<file path="src/rtl/bmm_pkg.sv">
`timescale 1ns / 1ps
`default_nettype none
// ---------------------------------------------------------------------------
// bmm_pkg
// shared constants and types of the bipartite matching block
// ---------------------------------------------------------------------------
package bmm_pkg;

    localparam int MAX_LEFT_DEF  = 32;
    localparam int MAX_RIGHT_DEF = 32;

    // width of every vertex and count field on the channels
    localparam int FW = 6;

    // register indexes
    localparam logic REG_NUM_LEFT  = 1'b0;
    localparam logic REG_NUM_RIGHT = 1'b1;

    localparam logic [FW-1:0] NUM_RESET = FW'(32);

    typedef struct packed {
        logic [FW-1:0] num_left;
        logic [FW-1:0] num_right;
    } t_cfg;

endpackage

`default_nettype wire

</file>
<file path="src/rtl/bmm_in_if.sv">
`timescale 1ns / 1ps
`default_nettype none
// ---------------------------------------------------------------------------
// bmm_in_if
// input channel: edge items and the end item
// ---------------------------------------------------------------------------
interface bmm_in_if;
    import bmm_pkg::*;

    logic          valid;
    logic          ready;
    logic          kind;
    logic [FW-1:0] left_vertex;
    logic [FW-1:0] right_vertex;

    modport source(output valid, output kind, output left_vertex, output right_vertex,
                   input ready);
    modport sink(input valid, input kind, input left_vertex, input right_vertex,
                 output ready);
endinterface

`default_nettype wire

</file>
<file path="src/rtl/bmm_out_if.sv">
`timescale 1ns / 1ps
`default_nettype none
// ---------------------------------------------------------------------------
// bmm_out_if
// result channel: matching size followed by matched pairs
// ---------------------------------------------------------------------------
interface bmm_out_if;
    import bmm_pkg::*;

    logic          valid;
    logic          ready;
    logic          is_count;
    logic [FW-1:0] match_count;
    logic [FW-1:0] pair_left;
    logic [FW-1:0] pair_right;
    logic          last;

    modport source(output valid, output is_count, output match_count, output pair_left,
                   output pair_right, output last, input ready);
    modport sink(input valid, input is_count, input match_count, input pair_left,
                 input pair_right, input last, output ready);
endinterface

`default_nettype wire

</file>
<file path="src/rtl/bipartite_max_matching.sv">
`timescale 1ns / 1ps
`default_nettype none
// ---------------------------------------------------------------------------
// bipartite_max_matching
// maximum bipartite matching by augmenting paths over a stored edge bitmap
//
// i_in carries edge transactions (kind 0) and an end transaction (kind 1).
// An edge transaction with both vertices in range sets one adjacency bit.
// The end transaction starts the search; i_in stays not ready until the
// run is finished. Each search step reads the adjacency, match or stack
// memory through its registered read port: a left vertex starts with an
// adjacency read, a right vertex taken reads its match entry, a push writes
// a stack frame, a pop reads one back, and an augment reads each frame below
// the top and writes its match entry back. Afterwards the match memory is
// swept to count the matches and, if any, once more; o_out gives the count
// transaction and then one transaction per matched pair in increasing right
// order, last set on the final one. A stalled o_out holds the sequencer at
// the next result. After reset and after every run a clearing pass zeroes
// the adjacency and match memories while i_in is not ready. num_left and
// num_right lie on the apb port at byte addresses 0 and 4.
// ---------------------------------------------------------------------------
module bipartite_max_matching #(
    parameter int MAX_LEFT  = bmm_pkg::MAX_LEFT_DEF,
    parameter int MAX_RIGHT = bmm_pkg::MAX_RIGHT_DEF
) (
    input  wire logic        i_clk,
    input  wire logic        i_rst_n,
    bmm_in_if.sink           i_in,
    bmm_out_if.source        o_out,
    input  wire logic        psel,
    input  wire logic        penable,
    input  wire logic        pwrite,
    input  wire logic [2:0]  paddr,
    input  wire logic [31:0] pwdata,
    output logic      [31:0] prdata,
    output logic             pready
);
    import bmm_pkg::*;

    t_cfg cfg;

    bmm_cfg u_cfg (
        .i_clk   (i_clk),
        .i_rst_n (i_rst_n),
        .psel    (psel),
        .penable (penable),
        .pwrite  (pwrite),
        .paddr   (paddr),
        .pwdata  (pwdata),
        .prdata  (prdata),
        .pready  (pready),
        .o_cfg   (cfg)
    );

    bmm_engine #(
        .MAX_LEFT  (MAX_LEFT),
        .MAX_RIGHT (MAX_RIGHT)
    ) u_engine (
        .i_clk   (i_clk),
        .i_rst_n (i_rst_n),
        .i_cfg   (cfg),
        .i_in    (i_in),
        .o_out   (o_out)
    );
endmodule

`default_nettype wire

</file>
<file path="src/rtl/bmm_cfg.sv">
`timescale 1ns / 1ps
`default_nettype none
// ---------------------------------------------------------------------------
// bmm_cfg
// apb register file holding the vertex counts
// ---------------------------------------------------------------------------
module bmm_cfg (
    input  wire logic          i_clk,
    input  wire logic          i_rst_n,
    input  wire logic          psel,
    input  wire logic          penable,
    input  wire logic          pwrite,
    input  wire logic [2:0]    paddr,
    input  wire logic [31:0]   pwdata,
    output logic      [31:0]   prdata,
    output logic               pready,
    output bmm_pkg::t_cfg      o_cfg
);
    import bmm_pkg::*;

    logic [FW-1:0] r_num_left;
    logic [FW-1:0] r_num_right;
    logic          wr_en;

    assign wr_en  = psel && penable && pwrite;
    assign pready = 1'b1;

    always_ff @(posedge i_clk) begin
        if (!i_rst_n) begin
            r_num_left  <= NUM_RESET;
            r_num_right <= NUM_RESET;
        end else if (wr_en) begin
            case (paddr[2])
                REG_NUM_LEFT:  r_num_left  <= pwdata[FW-1:0];
                REG_NUM_RIGHT: r_num_right <= pwdata[FW-1:0];
                default: ;
            endcase
        end
    end

    always_comb begin
        case (paddr[2])
            REG_NUM_LEFT:  prdata = 32'(r_num_left);
            REG_NUM_RIGHT: prdata = 32'(r_num_right);
            default:       prdata = '0;
        endcase
    end

    assign o_cfg.num_left  = r_num_left;
    assign o_cfg.num_right = r_num_right;
endmodule

`default_nettype wire

</file>
<file path="src/rtl/bmm_engine.sv">
`timescale 1ns / 1ps
`default_nettype none
// ---------------------------------------------------------------------------
// bmm_engine
// adjacency, match and stack memories with the augmenting-path sequencer
// ---------------------------------------------------------------------------
module bmm_engine #(
    parameter int MAX_LEFT  = bmm_pkg::MAX_LEFT_DEF,
    parameter int MAX_RIGHT = bmm_pkg::MAX_RIGHT_DEF
) (
    input  wire logic    i_clk,
    input  wire logic    i_rst_n,
    input  bmm_pkg::t_cfg i_cfg,
    bmm_in_if.sink       i_in,
    bmm_out_if.source    o_out
);
    import bmm_pkg::*;

    localparam int LW    = $clog2(MAX_LEFT + 1);
    localparam int AWL   = $clog2(MAX_LEFT);
    localparam int BW    = $clog2(MAX_RIGHT);
    localparam int VW    = $clog2(MAX_RIGHT + 2);
    localparam int MW    = $clog2(MAX_RIGHT + 1);
    localparam int DW    = $clog2(MAX_LEFT + 1);
    localparam int SW    = $clog2(MAX_LEFT);
    localparam int CLR_N = (MAX_LEFT > MAX_RIGHT + 1) ? MAX_LEFT : MAX_RIGHT + 1;
    localparam int CW    = $clog2(CLR_N);

    localparam logic [3:0] S_IDLE = 4'd0;
    localparam logic [3:0] S_ROOT = 4'd1;
    localparam logic [3:0] S_RD   = 4'd2;
    localparam logic [3:0] S_SCAN = 4'd3;
    localparam logic [3:0] S_MT   = 4'd4;
    localparam logic [3:0] S_WRD  = 4'd5;
    localparam logic [3:0] S_WWB  = 4'd6;
    localparam logic [3:0] S_POP  = 4'd7;
    localparam logic [3:0] S_CRD  = 4'd8;
    localparam logic [3:0] S_CCHK = 4'd9;
    localparam logic [3:0] S_OUTC = 4'd10;
    localparam logic [3:0] S_PRD  = 4'd11;
    localparam logic [3:0] S_PCHK = 4'd12;
    localparam logic [3:0] S_CLR  = 4'd13;

    // memories
    logic [MAX_RIGHT-1:0] mem_adj [MAX_LEFT];
    logic [LW-1:0]        mem_mt  [MAX_RIGHT+1];
    logic [LW+VW-1:0]     mem_stk [MAX_LEFT];

    logic [MAX_RIGHT-1:0] r_adj_q;
    logic [LW-1:0]        r_mt_q;
    logic [LW+VW-1:0]     r_stk_q;

    // sequencer state
    logic [3:0]           r_state;
    logic [LW-1:0]        r_nl;
    logic [VW-1:0]        r_nr;
    logic [LW-1:0]        r_root;
    logic [LW-1:0]        r_cu;
    logic [VW-1:0]        r_cv;
    logic [DW-1:0]        r_depth;
    logic [SW-1:0]        r_k;
    logic [MAX_RIGHT-1:0] r_seen;
    logic [VW-1:0]        r_v;
    logic [FW-1:0]        r_cnt;
    logic [FW-1:0]        r_n;
    logic [CW-1:0]        r_clr;

    // output register
    logic                 r_ov;
    logic                 r_o_is_count;
    logic [FW-1:0]        r_o_count;
    logic [FW-1:0]        r_o_left;
    logic [FW-1:0]        r_o_right;
    logic                 r_o_last;

    // memory controls
    logic                 adj_set, adj_clr, adj_rd;
    logic [AWL-1:0]       adj_waddr, adj_raddr;
    logic [BW-1:0]        adj_bidx;
    logic                 mt_we, mt_rd;
    logic [MW-1:0]        mt_waddr, mt_raddr;
    logic [LW-1:0]        mt_wdata;
    logic                 stk_we, stk_rd;
    logic [SW-1:0]        stk_waddr, stk_raddr;

    logic [MAX_RIGHT-1:0] cand;
    logic                 found;
    logic [VW-1:0]        found_v;
    logic                 edge_ok;
    logic                 in_fire;
    logic                 slot_free;
    logic                 out_load;
    logic [LW-1:0]        stk_left;
    logic [VW-1:0]        stk_right;

    assign i_in.ready = (r_state == S_IDLE);
    assign in_fire    = i_in.valid && i_in.ready;
    assign slot_free  = !r_ov || o_out.ready;
    assign out_load   = slot_free && ((r_state == S_OUTC)
                                      || ((r_state == S_PCHK) && (r_mt_q != '0)));
    assign stk_left   = r_stk_q[LW+VW-1:VW];
    assign stk_right  = r_stk_q[VW-1:0];

    assign edge_ok = (int'(i_in.left_vertex) >= 1) && (int'(i_in.left_vertex) <= MAX_LEFT)
                  && (int'(i_in.right_vertex) >= 1) && (int'(i_in.right_vertex) <= MAX_RIGHT);

    // lowest unseen neighbor at or above the current right vertex
    always_comb begin
        for (int j = 0; j < MAX_RIGHT; j++) begin
            cand[j] = r_adj_q[j] && !r_seen[j] && (j + 1 >= int'(r_cv)) && (j < int'(r_nr));
        end
        found   = 1'b0;
        found_v = '0;
        for (int j = MAX_RIGHT - 1; j >= 0; j--) begin
            if (cand[j]) begin
                found   = 1'b1;
                found_v = VW'(j + 1);
            end
        end
    end

    always_comb begin
        adj_set   = 1'b0;
        adj_clr   = 1'b0;
        adj_rd    = 1'b0;
        adj_waddr = AWL'(int'(i_in.left_vertex) - 1);
        adj_bidx  = BW'(int'(i_in.right_vertex) - 1);
        adj_raddr = AWL'(int'(r_cu) - 1);
        mt_we     = 1'b0;
        mt_rd     = 1'b0;
        mt_waddr  = MW'(r_cv);
        mt_wdata  = r_cu;
        mt_raddr  = MW'(r_v);
        stk_we    = 1'b0;
        stk_rd    = 1'b0;
        stk_waddr = SW'(int'(r_depth) - 1);
        stk_raddr = r_k;
        case (r_state)
            S_IDLE: adj_set = in_fire && !i_in.kind && edge_ok;
            S_RD:   adj_rd = 1'b1;
            S_SCAN: begin
                if (found) begin
                    mt_rd    = 1'b1;
                    mt_raddr = MW'(found_v);
                end else if (r_depth > DW'(1)) begin
                    stk_rd    = 1'b1;
                    stk_raddr = SW'(int'(r_depth) - 2);
                end
            end
            S_MT: begin
                if (r_mt_q == '0) begin
                    mt_we = 1'b1;
                end else if (int'(r_depth) < MAX_LEFT) begin
                    stk_we = 1'b1;
                end
            end
            S_WRD:  stk_rd = 1'b1;
            S_WWB: begin
                mt_we    = 1'b1;
                mt_waddr = MW'(stk_right);
                mt_wdata = stk_left;
            end
            S_CRD, S_PRD: mt_rd = 1'b1;
            S_CLR: begin
                adj_clr   = (int'(r_clr) < MAX_LEFT);
                adj_waddr = AWL'(r_clr);
                mt_we     = (int'(r_clr) <= MAX_RIGHT);
                mt_waddr  = MW'(r_clr);
                mt_wdata  = '0;
            end
            default: ;
        endcase
    end

    always_ff @(posedge i_clk) begin
        if (adj_set) begin
            mem_adj[adj_waddr][adj_bidx] <= 1'b1;
        end
        if (adj_clr) begin
            mem_adj[adj_waddr] <= '0;
        end
        if (adj_rd) begin
            r_adj_q <= mem_adj[adj_raddr];
        end
    end

    always_ff @(posedge i_clk) begin
        if (mt_we) begin
            mem_mt[mt_waddr] <= mt_wdata;
        end
        if (mt_rd) begin
            r_mt_q <= mem_mt[mt_raddr];
        end
    end

    always_ff @(posedge i_clk) begin
        if (stk_we) begin
            mem_stk[stk_waddr] <= {r_cu, r_cv};
        end
        if (stk_rd) begin
            r_stk_q <= mem_stk[stk_raddr];
        end
    end

    always_ff @(posedge i_clk) begin
        if (!i_rst_n) begin
            r_ov <= 1'b0;
        end else if (out_load) begin
            r_ov <= 1'b1;
        end else if (r_ov && o_out.ready) begin
            r_ov <= 1'b0;
        end
    end

    always_ff @(posedge i_clk) begin
        if (!i_rst_n) begin
            r_state <= S_CLR;
            r_clr   <= '0;
            r_depth <= '0;
            r_seen  <= '0;
        end else begin
            case (r_state)
                S_IDLE: begin
                    if (in_fire && i_in.kind) begin
                        r_nl   <= (int'(i_cfg.num_left) > MAX_LEFT) ? LW'(MAX_LEFT)
                                                                    : LW'(i_cfg.num_left);
                        r_nr   <= (int'(i_cfg.num_right) > MAX_RIGHT) ? VW'(MAX_RIGHT)
                                                                      : VW'(i_cfg.num_right);
                        r_root <= LW'(1);
                        r_state <= S_ROOT;
                    end
                end
                S_ROOT: begin
                    if (r_nl == '0) begin
                        r_cnt <= '0;
                        r_v   <= VW'(1);
                        r_state <= (r_nr == '0) ? S_OUTC : S_CRD;
                    end else begin
                        r_seen  <= '0;
                        r_cu    <= r_root;
                        r_cv    <= VW'(1);
                        r_depth <= DW'(1);
                        r_state <= S_RD;
                    end
                end
                S_RD: r_state <= S_SCAN;
                S_SCAN: begin
                    if (found) begin
                        r_seen  <= r_seen | (MAX_RIGHT'(1) << (int'(found_v) - 1));
                        r_cv    <= found_v;
                        r_state <= S_MT;
                    end else begin
                        r_depth <= r_depth - DW'(1);
                        if (r_depth > DW'(1)) begin
                            r_state <= S_POP;
                        end else if (r_root == r_nl) begin
                            r_cnt <= '0;
                            r_v   <= VW'(1);
                            r_state <= (r_nr == '0) ? S_OUTC : S_CRD;
                        end else begin
                            r_root  <= r_root + LW'(1);
                            r_state <= S_ROOT;
                        end
                    end
                end
                S_POP: begin
                    r_cu    <= stk_left;
                    r_cv    <= stk_right + VW'(1);
                    r_state <= S_RD;
                end
                S_MT: begin
                    if (r_mt_q == '0) begin
                        if (r_depth > DW'(1)) begin
                            r_k     <= '0;
                            r_state <= S_WRD;
                        end else if (r_root == r_nl) begin
                            r_cnt <= '0;
                            r_v   <= VW'(1);
                            r_state <= (r_nr == '0) ? S_OUTC : S_CRD;
                        end else begin
                            r_root  <= r_root + LW'(1);
                            r_state <= S_ROOT;
                        end
                    end else if (int'(r_depth) < MAX_LEFT) begin
                        r_cu    <= r_mt_q;
                        r_cv    <= VW'(1);
                        r_depth <= r_depth + DW'(1);
                        r_state <= S_RD;
                    end else begin
                        r_cv    <= r_cv + VW'(1);
                        r_state <= S_SCAN;
                    end
                end
                S_WRD: r_state <= S_WWB;
                S_WWB: begin
                    if (int'(r_k) == int'(r_depth) - 2) begin
                        if (r_root == r_nl) begin
                            r_cnt <= '0;
                            r_v   <= VW'(1);
                            r_state <= (r_nr == '0) ? S_OUTC : S_CRD;
                        end else begin
                            r_root  <= r_root + LW'(1);
                            r_state <= S_ROOT;
                        end
                    end else begin
                        r_k     <= r_k + SW'(1);
                        r_state <= S_WRD;
                    end
                end
                S_CRD: r_state <= S_CCHK;
                S_CCHK: begin
                    if (r_mt_q != '0) begin
                        r_cnt <= r_cnt + FW'(1);
                    end
                    if (r_v == r_nr) begin
                        r_state <= S_OUTC;
                    end else begin
                        r_v     <= r_v + VW'(1);
                        r_state <= S_CRD;
                    end
                end
                S_OUTC: begin
                    if (slot_free) begin
                        r_o_is_count <= 1'b1;
                        r_o_count    <= r_cnt;
                        r_o_left     <= '0;
                        r_o_right    <= '0;
                        r_o_last     <= (r_cnt == '0);
                        r_v          <= VW'(1);
                        r_n          <= FW'(1);
                        r_clr        <= '0;
                        r_state      <= (r_cnt == '0) ? S_CLR : S_PRD;
                    end
                end
                S_PRD: r_state <= S_PCHK;
                S_PCHK: begin
                    if (r_mt_q == '0) begin
                        r_v     <= r_v + VW'(1);
                        r_state <= S_PRD;
                    end else if (slot_free) begin
                        r_o_is_count <= 1'b0;
                        r_o_count    <= '0;
                        r_o_left     <= FW'(r_mt_q);
                        r_o_right    <= FW'(r_v);
                        r_o_last     <= (r_n == r_cnt);
                        r_n          <= r_n + FW'(1);
                        r_v          <= r_v + VW'(1);
                        r_clr        <= '0;
                        r_state      <= (r_n == r_cnt) ? S_CLR : S_PRD;
                    end
                end
                S_CLR: begin
                    if (int'(r_clr) == CLR_N - 1) begin
                        r_depth <= '0;
                        r_seen  <= '0;
                        r_state <= S_IDLE;
                    end else begin
                        r_clr <= r_clr + CW'(1);
                    end
                end
                default: r_state <= S_CLR;
            endcase
        end
    end

    assign o_out.valid       = r_ov;
    assign o_out.is_count    = r_o_is_count;
    assign o_out.match_count = r_o_count;
    assign o_out.pair_left   = r_o_left;
    assign o_out.pair_right  = r_o_right;
    assign o_out.last        = r_o_last;
endmodule

`default_nettype wire

</file>
<file path="src/flat_wrapper.sv">
// flat-port wrapper written by rule: the top's interface ports become plain ports
module bipartite_max_matching_flat import bmm_pkg::*;
#(
    parameter int MAX_LEFT  = bmm_pkg::MAX_LEFT_DEF,
    parameter int MAX_RIGHT = bmm_pkg::MAX_RIGHT_DEF
)
  (i_clk, i_rst_n, psel, penable, pwrite, paddr, pwdata, prdata, pready, i_in_valid, i_in_kind, i_in_left_vertex, i_in_right_vertex, i_in_ready, o_out_valid, o_out_is_count, o_out_match_count, o_out_pair_left, o_out_pair_right, o_out_last, o_out_ready);
  bmm_in_if i_in_i ();
  bmm_out_if o_out_i ();
  input  wire logic i_clk;
  input  wire logic i_rst_n;
  input  wire logic psel;
  input  wire logic penable;
  input  wire logic pwrite;
  input  wire logic [2:0] paddr;
  input  wire logic [31:0] pwdata;
  output logic      [31:0] prdata;
  output logic pready;
  input wire logic [$bits(i_in_i.valid)-1:0] i_in_valid;
  input wire logic [$bits(i_in_i.kind)-1:0] i_in_kind;
  input wire logic [$bits(i_in_i.left_vertex)-1:0] i_in_left_vertex;
  input wire logic [$bits(i_in_i.right_vertex)-1:0] i_in_right_vertex;
  output wire logic [$bits(i_in_i.ready)-1:0] i_in_ready;
  output wire logic [$bits(o_out_i.valid)-1:0] o_out_valid;
  output wire logic [$bits(o_out_i.is_count)-1:0] o_out_is_count;
  output wire logic [$bits(o_out_i.match_count)-1:0] o_out_match_count;
  output wire logic [$bits(o_out_i.pair_left)-1:0] o_out_pair_left;
  output wire logic [$bits(o_out_i.pair_right)-1:0] o_out_pair_right;
  output wire logic [$bits(o_out_i.last)-1:0] o_out_last;
  input wire logic [$bits(o_out_i.ready)-1:0] o_out_ready;
  assign i_in_i.valid = i_in_valid;
  assign i_in_i.kind = i_in_kind;
  assign i_in_i.left_vertex = i_in_left_vertex;
  assign i_in_i.right_vertex = i_in_right_vertex;
  assign i_in_ready = i_in_i.ready;
  assign o_out_valid = o_out_i.valid;
  assign o_out_is_count = o_out_i.is_count;
  assign o_out_match_count = o_out_i.match_count;
  assign o_out_pair_left = o_out_i.pair_left;
  assign o_out_pair_right = o_out_i.pair_right;
  assign o_out_last = o_out_i.last;
  assign o_out_i.ready = o_out_ready;
  bipartite_max_matching #(.MAX_LEFT(MAX_LEFT), .MAX_RIGHT(MAX_RIGHT)) u_core (.i_clk(i_clk), .i_rst_n(i_rst_n), .i_in(i_in_i), .o_out(o_out_i), .psel(psel), .penable(penable), .pwrite(pwrite), .paddr(paddr), .pwdata(pwdata), .prdata(prdata), .pready(pready));
endmodule
</file>
<file path="config.mk">
export PLATFORM = sky130hd
export DESIGN_NAME = bipartite_max_matching_flat
export DESIGN_NICKNAME = d
export VERILOG_FILES = /design/src/rtl/bmm_pkg.sv /design/src/rtl/bmm_in_if.sv /design/src/rtl/bmm_out_if.sv /design/src/rtl/bipartite_max_matching.sv /design/src/rtl/bmm_cfg.sv /design/src/rtl/bmm_engine.sv /design/src/flat_wrapper.sv
export SDC_FILE = /design/constraint.sdc
export NUM_CORES = 2
export LEC_CHECK = 0
export BUFFER_PORTS_ARGS = -buffer_cell sky130_fd_sc_hd__clkbuf_2
export CAP_MARGIN = 20
export CORE_ASPECT_RATIO = 1.5
export CORE_MARGIN = 2
export CORE_UTILIZATION = 30
export DETAILED_ROUTE_END_ITERATION = 10
export HOLD_SLACK_MARGIN = 0.1
export PLACE_DENSITY = 0.42
export SYNTH_ARGS = -nofsm -noshare
export SYNTH_HDL_FRONTEND = slang
export SYNTH_HIERARCHICAL = 1
export SYNTH_SLANG_ARGS = --single-unit
</file>
<file path="constraint.sdc">
create_clock -name i_clk -period 19.6 [get_ports i_clk]
set_clock_uncertainty 0.15 [all_clocks]
set_input_delay 0 -clock i_clk [delete_from_list [all_inputs] [get_ports i_clk]]
set_output_delay 0 -clock i_clk [all_outputs]
set_load 0.01 [all_outputs]
</file>
==> results.tsv <==
stage	metric	value	unit
run_status	outcome	finished clean	
grt	initial antenna violation count	10	
detailed_routing	Residual DRC	0	
cells_and_area	most common cell after layout, fill and taps aside	edfxtp_1	
setup_path	CP Launch Type	register	
die	Initial Utilization	0.301	
synth	Mapped Area	77900	um2
cells_and_area	most frequent cells in the layout	edfxtp_1 (1729), nor2_1 (1250), mux4_2 (356)	
synth	asr flop ratio synth	0	
grt	gr ovfl total	0	
grt	largest net degree at the start of global routing	263	
die	Die Width	420	um
cts	# Post-CTS Setup Buffers	0	
synth	cell taking the most area after synthesis	edfxtp_1	
setup_path	cell mode on critical path	buf_4	
cts	CTS Sinks	1790	
synth	synthesized flop and latch total	1790	
sta	part of the cycle the worst path needs	0.364	
setup_path	CP Capture Type	register	
sta	Setup TNS Final	0	ns
cells_and_area	layout cells sized above 1	0.179	
synth	Syn Inst Count	5435	
sta	unrepaired setup endpoints after global routing	false	
detailed_routing	vias	45900	
detailed_routing	post-DR vias/cell	5.04	
setup_path	Worst Path Max Fanout	49	
die	row count	229	
setup_path	crit-path cells	buf_4 -> ha_1 -> nor2b_1 -> a31oi_1 -> o211ai_1 -> o211ai_1 -> nor4_4 -> a21oi_4 -> mux2i_4 -> buf_4 -> buf_4 -> mux2i_1 -> a221oi_1 -> nor4_1 -> o2111ai_1	
placed_design	Setup WS pre-CTS	12.42	ns
power_and_ir_drop	maximum vdd drop	0.000227	V
power_and_ir_drop	P_leak	28.9	nW
grt	first-pass GRT wire length	341000	um
synth	post-synthesis simple-gate area fraction	0.110	
grt	Total GRT Usage	0.178	
setup_path	crit path DAT	7.44	ns
placed_design	routability congestion estimate from global placement	0.839	
sta	setup violation total in the final timing report	0	
cts	# H-tree levels	4	
synth	Synth cell types	93	
synth	Synth Area in Compound Gates	0.0447	
sta	Final Hold Slack	0.199	ns
setup_path	Register-to-Register Path Depth	15	
synth	top-area cell type share of the netlist area	0.666	
cts	Clock transition at path regs	0.06	ns
detailed_routing	ANT nets after route	0	
sta	Fmax	140	MHz
synth	main flop type after synthesis	edfxtp_1	
worst_hold_path	hold path depth	6	
cts	CTS tree	built	
die	core area	259000	um2
detailed_routing	Initial DRC Count	4040	
die	total die area	264000	um2
cts	worst-case clock buffer depth	4	
setup_path	Slowest-stage cell, CP	nor4_1	
sta	actual slew at the worst max-slew pin	1.38	ns
setup_path	crit-path max cell delay	0.97	ns
synth	synthesized area per cell	14.3	um2
detailed_routing	drt pass-1 iters	5	
synth	sequential area share after synthesis	0.682	
synth	YS warnings	6	
power_and_ir_drop	Pwr Density	134	nW/um2
synth	ranking of synthesized cells by area	edfxtp_1 (67%), mux4_2 (10%), nor2_1 (6.0%), nand2_1 (1.8%), clkbuf_1 (1.6%)	
sta	fin. max-slew vios	0	
synth	post-synthesis mux area share	0.123	
placed_design	I/O Buffers	54	
setup_path	critical path type	register to register	
die	Die Ht	628	um
worst_hold_path	class of the worst hold path	input pin to register	
sta	fin crit period	7.13	ns
cts	CTS Root Buffer Type	clkbuf_16	
job	# Max-Cap Violations	0	
sta	final worst slack	12.47	ns
cells_and_area	Final Core Density	0.343	
grt	vias in the first global route	47000	
cells_and_area	area growth from synthesis to layout	14.0	%
synth	number of flops mapped to enable cells by yosys	1729	
synth	largest family of logic cells by synthesized area	multiplexers	
detailed_routing	routed wire length per instance	26.1	um
synth	Synth Area in XOR/XNOR	0.00821	
sta	Hold Vio Cnt, Final	0	
die	I/O pin count	110	
synth	synthesized-area fraction occupied by adder cells	0.00434	
sta	Max-slew headroom	0.0832	
detailed_routing	WL final	238000	um
cts	TritonCTS buffer count	187	
cts	worst skew pair latency	0.87	ns
cells_and_area	fin nets	5563	
placed_design	DP HPWL	141000	um
setup_path	Worst Path Required	19.91	ns
## stage by stage
| step | power (mW) | area (um2) | instances |
|---|---|---|---|
| global placement | 8.44 | 82500 | 8700 |
| detailed placement | 8.52 | 82500 | 8702 |
| global route | 12.4 | 88800 | 9094 |
| CTS | 12.0 | 88600 | 9079 |
| finish | 11.9 | 88800 | 9094 |
| floorplan | 7.63 | 78000 | 5460 |
## cell usage after synthesis, drive strengths merged (29+ instances only)
cell type	n
and3	32
buf	104
o21ai	47
dfxtp	61
a31oi	37
inv	70
a22oi	29
mux2	59
nor2	1253
xnor2	42
nor3	55
nor2b	43
a21oi	115
clkbuf	340
nand3	126
edfxtp	1729
mux2i	91
mux4	356
o211ai	48
xor2	31
nand2	374
## critical path, delay by kind of cell, from the launching register on
kind,cells,cell delay [ns]
buffers and inverters,3,1.60
and+or+nand+nor,3,2.15
DFF,1,0.32
AOI/OAI and AO/OA,6,1.61
adders and majority gates,1,0.35
muxes,2,0.51
## kinds of logic (layout without fill, tap and decap cells)
logic type,count (synthesis),in the layout
AOI/OAI and AO/OA,490,490
xor gates and xnor gates,73,73
adders and majority gates,27,27
buffers and inverters,515,679
DFF,1790,1790
muxes,506,506
other,2,32
and+or+nand+nor,2032,2032
## where the power goes
part / leakage [nW] / switching, mW / internal (mW) / total (mW)
registers: 16.1 / 0.0788 / 5.18 / 5.26
clock network: 2.80 / 1.52 / 1.92 / 3.44
logic: 10.0 / 2.49 / 0.671 / 3.16
total: 28.9 / 4.08 / 7.77 / 11.9
## state kept, by name (all words and copies together) (netlist names), 12 cells and up
signal and cells:
u_core/u_engine/mem_adj 1024, u_core/u_engine/r_seen 32, u_core/u_engine/r_adj_q 32, u_core/u_engine/mem_stk 384, u_core/u_engine/r_stk_q 12, u_core/u_engine/mem_mt 198
## path summary, 6_finish.rpt
check,slack [ns],start,to
setup reg to reg,12.47,u_core/u_engine/r_cv[1],u_core/u_engine/r_mt_q[1]
setup / recovery,12.47,u_core/u_engine/r_cv[1],u_core/u_engine/r_mt_q[1]
hold / removal,0.20,i_in_left_vertex[3],u_core/u_engine/mem_adj[1][2]
hold reg to reg,0.31,u_core/u_engine/r_seen[22],u_core/u_engine/r_seen[22]
## layer usage
layer | global-route usage | part of all wire
met1 | 0.212 | 0.39
met2 | 0.329 | 0.54
met5 | 0 | 0.00030
met3 | 0.0227 | 0.040
met4 | 0.0523 | 0.029
## final cells by class
type	count	area (um2)
Sequential cell	1790	53100
Inverter	71	274
Tap cell	3465	4340
Clock inverter	92	749
Antenna cell	5	12.5
Timing Repair Buffer	276	2190
Fill cell	25100	170000
Multi-Input combinational cell	3155	23100
Clock buffer	240	4950
## repair_timing
| action | in CTS | in global routing |
|---|---|---|
| setup endpoints to repair | 0 | 0 |
| resized for setup | 0 | 0 |
| hold buffers | 45 | 0 |
| hold endpoints to repair | 491 | 0 |
Power figures use the tool's default switching activity.
